==> src/rtl/spq_pkg.sv <==
`timescale 1ns / 1ps
// ----------------------------------------------------------------------------
// spq_pkg: shared types and constants of the sorted priority queue
// Sizes, entry and control types, and the opcode and status codes.
// ----------------------------------------------------------------------------
package spq_pkg;

    localparam int DEPTH          = 16;
    localparam int VALUE_WIDTH    = 16;
    localparam int PRIORITY_WIDTH = 16;
    localparam int OCC_WIDTH      = 5;
    localparam int STATUS_WIDTH   = 2;
    localparam int COUNT_WIDTH    = $clog2(DEPTH + 1);

    localparam int S_FIELD_BITS = VALUE_WIDTH + PRIORITY_WIDTH;
    localparam int S_TDATA_W    = ((S_FIELD_BITS + 7) / 8) * 8;
    localparam int M_FIELD_BITS = VALUE_WIDTH + PRIORITY_WIDTH + OCC_WIDTH;
    localparam int M_TDATA_W    = ((M_FIELD_BITS + 7) / 8) * 8;

    localparam logic OP_ENQUEUE = 1'b0;
    localparam logic OP_DEQUEUE = 1'b1;

    typedef enum logic [STATUS_WIDTH-1:0] {
        STATUS_OK    = 2'd0,
        STATUS_EMPTY = 2'd1,
        STATUS_FULL  = 2'd2
    } status_t;

    typedef struct packed {
        logic [VALUE_WIDTH-1:0]    value;
        logic [PRIORITY_WIDTH-1:0] prio;
    } entry_t;

    typedef struct packed {
        logic enq;
        logic deq;
    } cell_ctrl_t;

endpackage

==> src/rtl/spq_cell.sv <==
`timescale 1ns / 1ps
// ----------------------------------------------------------------------------
// spq_cell: one slot of the sorted queue
// Holds one entry, compares it with an incoming entry and shifts toward
// the tail on insertion or toward the head on removal.
// ----------------------------------------------------------------------------
module spq_cell (
    input  logic                clk,
    input  spq_pkg::cell_ctrl_t ctrl,
    input  logic                occupied,
    input  spq_pkg::entry_t     new_entry,
    input  logic                left_gt,
    input  spq_pkg::entry_t     left_entry,
    input  spq_pkg::entry_t     right_entry,
    output spq_pkg::entry_t     entry,
    output logic                gt
);
    import spq_pkg::*;

    entry_t entry_reg;
    entry_t entry_next;

    // The stored entry stays ahead only if it is strictly more urgent.
    assign gt = occupied && (entry_reg.prio > new_entry.prio);

    always_comb
    begin
        entry_next = entry_reg;
        if (ctrl.enq)
        begin
            if (!gt)
            begin
                entry_next = left_gt ? new_entry : left_entry;
            end
        end
        else if (ctrl.deq)
        begin
            entry_next = right_entry;
        end
    end

    always_ff @(posedge clk)
    begin
        entry_reg <= entry_next;
    end

    assign entry = entry_reg;

endmodule

==> src/rtl/sorted_priority_queue.sv <==
`timescale 1ns / 1ps
// ----------------------------------------------------------------------------
// sorted_priority_queue: bounded priority queue on a chain of sorted cells
// Entries are kept in descending priority order, head in cell 0.
// ----------------------------------------------------------------------------
// Usage:
// Each request on the s_axis channel is an enqueue (tuser = 0) carrying a
// payload and a priority in tdata, or a dequeue (tuser = 1). Every request
// gives exactly one response on the m_axis channel: a status in tuser and
// the dequeued payload, its priority and the occupancy in tdata.
// An enqueue lands behind all entries of strictly higher priority, so equal
// priorities leave newest first. A dequeue on an empty queue reports empty;
// an enqueue on a full queue reports full and the request is dropped.
// The response is registered and appears in the cycle after acceptance. One
// request is taken every cycle while the receiver keeps up: all cells compare
// against the new priority and shift in parallel within the cycle, and the
// response register frees each cycle the receiver takes it.
// Reset empties the queue; the cell storage itself is not cleared.
// When the receiver stalls, the response is held and s_axis_tready drops
// until the response is taken.
// ----------------------------------------------------------------------------
module sorted_priority_queue (
    input  logic                          clk,
    input  logic                          rst_n,
    input  logic                          s_axis_tvalid,
    output logic                          s_axis_tready,
    // tdata: item_value, item_priority
    input  logic [spq_pkg::S_TDATA_W-1:0] s_axis_tdata,
    // tuser: opcode
    input  logic [0:0]                    s_axis_tuser,
    output logic                          m_axis_tvalid,
    input  logic                          m_axis_tready,
    // tdata: out_value, out_priority, occupancy
    output logic [spq_pkg::M_TDATA_W-1:0] m_axis_tdata,
    // tuser: status
    output logic [spq_pkg::STATUS_WIDTH-1:0] m_axis_tuser
);
    import spq_pkg::*;

    logic [COUNT_WIDTH-1:0] count_reg;
    logic [COUNT_WIDTH-1:0] count_next;
    logic                   m_valid_reg;
    logic                   m_valid_next;
    status_t                status_reg;
    status_t                status_next;
    entry_t                 result_reg;
    entry_t                 result_next;
    logic [OCC_WIDTH-1:0]   occ_reg;
    logic [OCC_WIDTH-1:0]   occ_next;

    logic       accept;
    logic       is_deq;
    logic       full;
    logic       empty;
    cell_ctrl_t ctrl;
    entry_t     new_entry;

    entry_t     cell_entry [DEPTH];
    logic       cell_gt    [DEPTH];
    logic       cell_occ   [DEPTH];

    assign s_axis_tready = !m_valid_reg || m_axis_tready;
    assign accept        = s_axis_tvalid && s_axis_tready;
    assign is_deq        = (s_axis_tuser[0] == OP_DEQUEUE);
    assign full          = (count_reg == COUNT_WIDTH'(DEPTH));
    assign empty         = (count_reg == '0);

    assign new_entry.value = s_axis_tdata[VALUE_WIDTH-1:0];
    assign new_entry.prio  = s_axis_tdata[VALUE_WIDTH +: PRIORITY_WIDTH];

    assign ctrl.enq = accept && !is_deq && !full;
    assign ctrl.deq = accept && is_deq && !empty;

    genvar gi;
    generate
        for (gi = 0; gi < DEPTH; gi++)
        begin : g_cell
            entry_t left_entry;
            entry_t right_entry;
            logic   left_gt;

            assign cell_occ[gi] = (count_reg > COUNT_WIDTH'(gi));

            if (gi == 0)
            begin : g_head
                assign left_gt    = 1'b1;
                assign left_entry = new_entry;
            end
            else
            begin : g_body
                assign left_gt    = cell_gt[gi-1];
                assign left_entry = cell_entry[gi-1];
            end

            if (gi == DEPTH - 1)
            begin : g_tail
                assign right_entry = cell_entry[gi];
            end
            else
            begin : g_mid
                assign right_entry = cell_entry[gi+1];
            end

            spq_cell u_cell (
                .clk         (clk),
                .ctrl        (ctrl),
                .occupied    (cell_occ[gi]),
                .new_entry   (new_entry),
                .left_gt     (left_gt),
                .left_entry  (left_entry),
                .right_entry (right_entry),
                .entry       (cell_entry[gi]),
                .gt          (cell_gt[gi])
            );
        end
    endgenerate

    always_comb
    begin
        count_next   = count_reg;
        m_valid_next = m_valid_reg;
        status_next  = status_reg;
        result_next  = result_reg;
        occ_next     = occ_reg;
        if (m_axis_tready)
        begin
            m_valid_next = 1'b0;
        end
        if (accept)
        begin
            m_valid_next = 1'b1;
            status_next  = STATUS_OK;
            result_next  = '0;
            if (is_deq)
            begin
                if (empty)
                begin
                    status_next = STATUS_EMPTY;
                end
                else
                begin
                    result_next = cell_entry[0];
                    count_next  = count_reg - 1'b1;
                end
            end
            else
            begin
                if (full)
                begin
                    status_next = STATUS_FULL;
                end
                else
                begin
                    count_next = count_reg + 1'b1;
                end
            end
            occ_next = OCC_WIDTH'(count_next);
        end
    end

    always_ff @(posedge clk or negedge rst_n)
    begin
        if (!rst_n)
        begin
            count_reg   <= '0;
            m_valid_reg <= 1'b0;
        end
        else
        begin
            count_reg   <= count_next;
            m_valid_reg <= m_valid_next;
        end
    end

    always_ff @(posedge clk)
    begin
        status_reg <= status_next;
        result_reg <= result_next;
        occ_reg    <= occ_next;
    end

    assign m_axis_tvalid = m_valid_reg;
    assign m_axis_tuser  = status_reg;

    always_comb
    begin
        m_axis_tdata = '0;
        m_axis_tdata[VALUE_WIDTH-1:0]                          = result_reg.value;
        m_axis_tdata[VALUE_WIDTH +: PRIORITY_WIDTH]            = result_reg.prio;
        m_axis_tdata[VALUE_WIDTH + PRIORITY_WIDTH +: OCC_WIDTH] = occ_reg;
    end

`ifndef SYNTH
    a_count_bound: assert property (@(posedge clk) disable iff (!rst_n)
        count_reg <= COUNT_WIDTH'(DEPTH))
        else $error("queue count exceeds its depth");

    a_head_sorted: assert property (@(posedge clk) disable iff (!rst_n)
        count_reg >= COUNT_WIDTH'(2) |-> cell_entry[0].prio >= cell_entry[1].prio)
        else $error("head entry is out of priority order");

    a_full_drop: assert property (@(posedge clk) disable iff (!rst_n)
        accept && !is_deq && full |=> count_reg == COUNT_WIDTH'(DEPTH)
            && status_reg == STATUS_FULL)
        else $error("enqueue on a full queue changed the count");
`endif

endmodule
==> config.mk <==
export PLATFORM = sky130hd
export DESIGN_NAME = sorted_priority_queue
export DESIGN_NICKNAME = d
export VERILOG_FILES = /design/src/rtl/spq_pkg.sv /design/src/rtl/spq_cell.sv /design/src/rtl/sorted_priority_queue.sv
export SDC_FILE = /design/constraint.sdc
export NUM_CORES = 2
export LEC_CHECK = 0
export BUFFER_PORTS_ARGS = -buffer_cell sky130_fd_sc_hd__buf_2
export CAP_MARGIN = 5
export CORE_MARGIN = 2
export CORE_UTILIZATION = 55
export CTS_CLUSTER_SIZE = 12
export DETAILED_ROUTE_END_ITERATION = 10
export GPL_TIMING_DRIVEN = 0
export HOLD_SLACK_MARGIN = 0.08
export PLACE_DENSITY = 0.74
export SYNTH_ARGS = -nofsm -noshare
export SYNTH_HDL_FRONTEND = slang
export SYNTH_SLANG_ARGS = --single-unit
==> constraint.sdc <==
create_clock -name clk -period 4.35 [get_ports clk]
set_input_delay 0.2175 -clock clk [delete_from_list [all_inputs] [get_ports clk]]
set_output_delay 0.2175 -clock clk [all_outputs]
set_load 0.01 [all_outputs]
==> results <==
- The run finished with clean final reports.
- The sequential cells in the finished layout cover a total of about 0.017 mm^2.
- The total leakage power is ~15 nW.
- For the worst setup path, the data required time is 4.70 ns.
- STA classifies the critical path endpoint as a register.
- The layout has ~4700 filler cells.
- Ranked by total cell area, the synthesized netlist is headed by sky130_fd_sc_hd__edfxtp_1 (50%), sky130_fd_sc_hd__mux2i_1 (12%), sky130_fd_sc_hd__ha_1 (9.8%).
- Using the TritonRoute via totals, the vias-per-cell ratio works out to a little over 6.
- The floorplan die height is roughly 250 um.
- The area of the mapped netlist is 0.03328 mm^2.
- The minimum clock period after layout is around 4.3 ns.
- The worst reg2reg path endpoint is g_cell[15].u_cell.entry[5].
- The flip-flop and latch count after synthesis is approximately 560.
- In this run the remaining antenna-violating nets after routing total 0.
- The number of cells traversed by the worst hold path is 3.
- The number of failing hold endpoints at the final stage is 0.
- The synthesized area divided by synthesized cell count is about 11 um^2.
- In the finished design, the share of the clock period the worst path needs comes to 0.9827.
- The sum of net half-perimeters after detailed placement is 75390 um.
- In the final routed layout, each cell accounts on average for ~23 um.
- The number of cells on the worst reg-to-reg path is 11.
- The class of the tightest hold or removal check is in -> reg.
- The startpoint of the worst-slack reg-to-reg timing path is count_reg[1].
- For this run, the share of the core covered by cells in the final layout is 0.6176.
- The final count of pins violating max slew is 0.
- Setup repair after global routing left no endpoint under its margin.
- Of the post-synthesis cell area, the dominant cell type holds 0.4971.
- The worst-margin pin slew is around 1.2 ns.
- The power per cell area is 504.4 mW/mm^2.
- The share of layout cells above drive strength 1 is 0.09132.
- The dominant cell type by area after synthesis is sky130_fd_sc_hd__edfxtp_1.
- Synthesis instantiated 61 different standard cells from the library.
- The worst setup path is launched from a register.
- The clock net in this run drives a total of 557 sinks.
- The area of the die is between 0.06 and 0.07 mm^2.
- The number of top-level design ports is 81.
- The number of CTS-inserted buffers is slightly below 60.
- The die is 250.0 um wide.
- The worst hold path begins at s_axis_tdata[29].
- The worst vdd rail ir drop is about 0.00046 V.
- After detailed placement, the design holds a cell count of between 3000 and 4000.
- The global placer's final weighted congestion is approximately 0.97.
- Relative to the synthesized area, the layout overhead comes to 11.57%.
- The detailed-route DRC error count is 0.
- Data on the critical path arrives at its endpoint at roughly 4.6 ns.
- The share of the Yosys chip area taken by registers is 0.5016.
- On the final layout, the worst clock skew is 0.02956 ns.
- Traced cell by cell, the critical path runs through clkbuf_1 -> inv_1 -> ha_1 -> nand2_1 -> nor2_1 -> nor2_1 -> nand2_1 -> clkbuf_1 -> clkdlybuf4s15_1 -> o22ai_4 -> buf_4.
- In this run, synthesis inferred 551 flip-flops with an integrated enable.
- The initial utilization of the core area, before any placement, comes to 0.5535.
- The clock transition at the register clock pins on the worst setup and hold paths after CTS is roughly 0.070 ns.
- The clock latency on the worst-skew pair is 0.66 ns.
- Measured against its own limit, the worst slew margin works out to 0.2306.
- The total overflow left after global routing is 0.
- The count of yosys warnings during synthesis is 0.
- CTS built an H-tree with a depth of 2.
- The max capacitance violation total is 0.
- The largest single stage delay on the critical path is 0.72 ns.
- The core region is around 0.060 mm^2.
- The worst setup slack for register-to-register paths is 0.08 ns.
- The first detailed-routing pass took 6 iterations.
- The routed wire length is between 90000 and 100000 um.
- During placement, the flow inserted port buffers numbering 76.
- The pin count of the biggest net entering global routing is 47.
- The highest clock frequency the design can meet is between 0.2 and 0.25 GHz.
- The area taken by multi-input logic gates is between 0.015 and 0.02 mm^2.
- The net total in the final layout is about 3600.
- Excluding fillers, the count of instances in the completed layout stands at 4090.
- The count of endpoints failing setup in the final report is 0.
- The number of antenna violations at the first check in global routing is 1.
- Of all nets on the critical path, the largest fanout is 10.
- The TritonCTS clock tree is yes.
- Among all flip-flop cells after synthesis, the most frequent one is sky130_fd_sc_hd__edfxtp_1.
- The critical path class is reg -> reg.
- The number of global-route vias before repair came to 25050.
- After floorplanning, the core was divided into 90 placement rows.
- The cell type of the slowest stage on the worst timing path is sky130_fd_sc_hd__clkdlybuf4s15_1.
- The global routing usage summed across all routing layers is 0.2973.
- The final route contains about 25000 vias.
- The detailed router finished its first iteration with ~2500 violations.
- The fraction of registers with async set or reset after synthesis is 0.01077.
- Synthesis produced 3082 cells.
- The critical path starts at count_reg[1].
- The register with the most flip-flops in the layout has between 500 and 600 of them.
- The cell at the root of the clock tree is sky130_fd_sc_hd__clkbuf_16.
- The first-pass GRT wire length is roughly 140000 um.
- The clock passes through at most 3 buffers.
- For hold timing, the worst endpoint is g_cell[3].u_cell.entry[13].
## report_power, final
group	switching [mW]	leakage [nW]	internal [mW]	total [mW]
registers	0.568	5.24	7.17	7.73
logic	3.77	8.75	2.58	6.35
clock network	2.16	0.833	2.48	4.65
## what timing repair did
action                     4_1_cts  5_1_grt
setup endpoints to repair      148       52
hold endpoints to repair        81        0
setup buffers                    0        3
hold buffers                    28        0
gates resized for setup          7        2
pin swaps                        0        1
## stage by stage
| stage | TNS (ns) | hold WS [ns] | power (mW) | cell area [um^2] | setup slack [ns] |
|---|---|---|---|---|---|
| 6_report | 0 | 0.1011 | 18.73 | 37140 | 0.07540 |
| 5_1_grt | 0 | 0.1043 | 19.54 | 37140 | 0.01151 |
| 4_1_cts | 0 | 0.08007 | 18.63 | 37100 | 0.1670 |
| 3_5_place_dp | -87.53 | 0.1208 | 14.03 | 35110 | -0.7042 |
| 3_3_place_gp | -441.83 | 0.1194 | 13.62 | 34650 | -1.665 |
| 2_1_floorplan | 0 | -0.07809 | 12.14 | 33290 | 0.1285 |
## cell usage after synthesis, types with 29 or more instances
master and number:
sky130_fd_sc_hd__edfxtp_1 551, sky130_fd_sc_hd__a21oi_1 562, sky130_fd_sc_hd__nand3_1 29, sky130_fd_sc_hd__buf_2 63
sky130_fd_sc_hd__o21ai_0 69, sky130_fd_sc_hd__nand2_1 202, sky130_fd_sc_hd__inv_1 52, sky130_fd_sc_hd__ha_1 261
sky130_fd_sc_hd__and3_1 35, sky130_fd_sc_hd__a21o_1 29, sky130_fd_sc_hd__nand4_1 40, sky130_fd_sc_hd__nor2_1 459
sky130_fd_sc_hd__mux2i_1 399, sky130_fd_sc_hd__clkbuf_1 109
## worst max-delay path by stage
stage / endpoint / slack (ns) / depth (start not counted)
floorplan: g_cell[15].u_cell.entry[0] / 0.13 / 9
global placement: g_cell[15].u_cell.entry[28] / -1.66 / 7
detailed placement: g_cell[8].u_cell.entry[10] / -0.70 / 8
CTS: g_cell[15].u_cell.entry[28] / 0.17 / 11
global route: g_cell[15].u_cell.entry[5] / 0.01 / 11
finish: g_cell[15].u_cell.entry[5] / 0.08 / 11
## placed cells by master, fill, tap and decap left out, types with 7 or more instances in the layout
cell type                       instances
sky130_fd_sc_hd__a21oi_1              562
sky130_fd_sc_hd__edfxtp_1             551
sky130_fd_sc_hd__nor2_1               459
sky130_fd_sc_hd__mux2i_1              399
sky130_fd_sc_hd__ha_1                 261
sky130_fd_sc_hd__nand2_1              198
sky130_fd_sc_hd__buf_2                138
sky130_fd_sc_hd__clkbuf_1             123
sky130_fd_sc_hd__clkbuf_16             59
sky130_fd_sc_hd__o21ai_0               58
sky130_fd_sc_hd__inv_1                 52
sky130_fd_sc_hd__nand4_1               40
sky130_fd_sc_hd__and3_1                35
sky130_fd_sc_hd__a21o_1                29
sky130_fd_sc_hd__nand3_1               29
sky130_fd_sc_hd__dlygate4sd3_1         28
sky130_fd_sc_hd__o211ai_1              25
sky130_fd_sc_hd__mux2_1                24
sky130_fd_sc_hd__buf_4                 22
sky130_fd_sc_hd__clkinv_1              18
sky130_fd_sc_hd__buf_6                 14
sky130_fd_sc_hd__mux2_2                12
sky130_fd_sc_hd__o21ai_4               11
sky130_fd_sc_hd__buf_16                11
sky130_fd_sc_hd__nor2b_1                9
sky130_fd_sc_hd__o21a_1                 9
sky130_fd_sc_hd__clkinv_2               9
sky130_fd_sc_hd__nand2b_1               8
sky130_fd_sc_hd__and4_1                 7
sky130_fd_sc_hd__a221oi_1               7
## metal layers
| metal | up-vias | part of all wire | wire (um) | track usage |
|---|---|---|---|---|
| met5 | - | 0 | 0 | 0 |
| met4 | 0 | 0.038 | 3607 | 0.1153 |
| met3 | 193 | 0.077 | 7345 | 0.04495 |
| met2 | 1173 | 0.47 | 44370 | 0.4939 |
| met1 | 12160 | 0.42 | 39590 | 0.3938 |
| li1 | 11760 | - | - | - |
## final cells by class
type / instances / share of cell area
buffer: 215 / 0.03130
timing repair buffer: 119 / 0.02709
clock buffer: 75 / 0.04137
antenna: 1 / 0.00006739
clock inverter: 30 / 0.004346
inverter: 52 / 0.005256
sequential: 557 / 0.4496
tap: 782 / 0.02635
multi-input combinational: 2259 / 0.4146
## cell families after synthesis
family          count (synthesis)  share of synthesized area
compound gates                742                     0.1232
xor+xnor                        3                  0.0007896
fa+ha+maj                     261                    0.09812
buf+inv                       268                    0.04056
flops                         557                     0.5016
mux                           435                     0.1322
other cells                     1                  0.0001127
simple gates                  815                     0.1034
## critical path, delay by kind of cell (launching register included)
family	cells	cell delay, ns
flops	1	0.37
simple gates	4	0.93
fa+ha+maj	1	0.31
compound gates	1	0.45
buf+inv	5	1.88
Note: power is estimated with default switching activity, not from simulation.
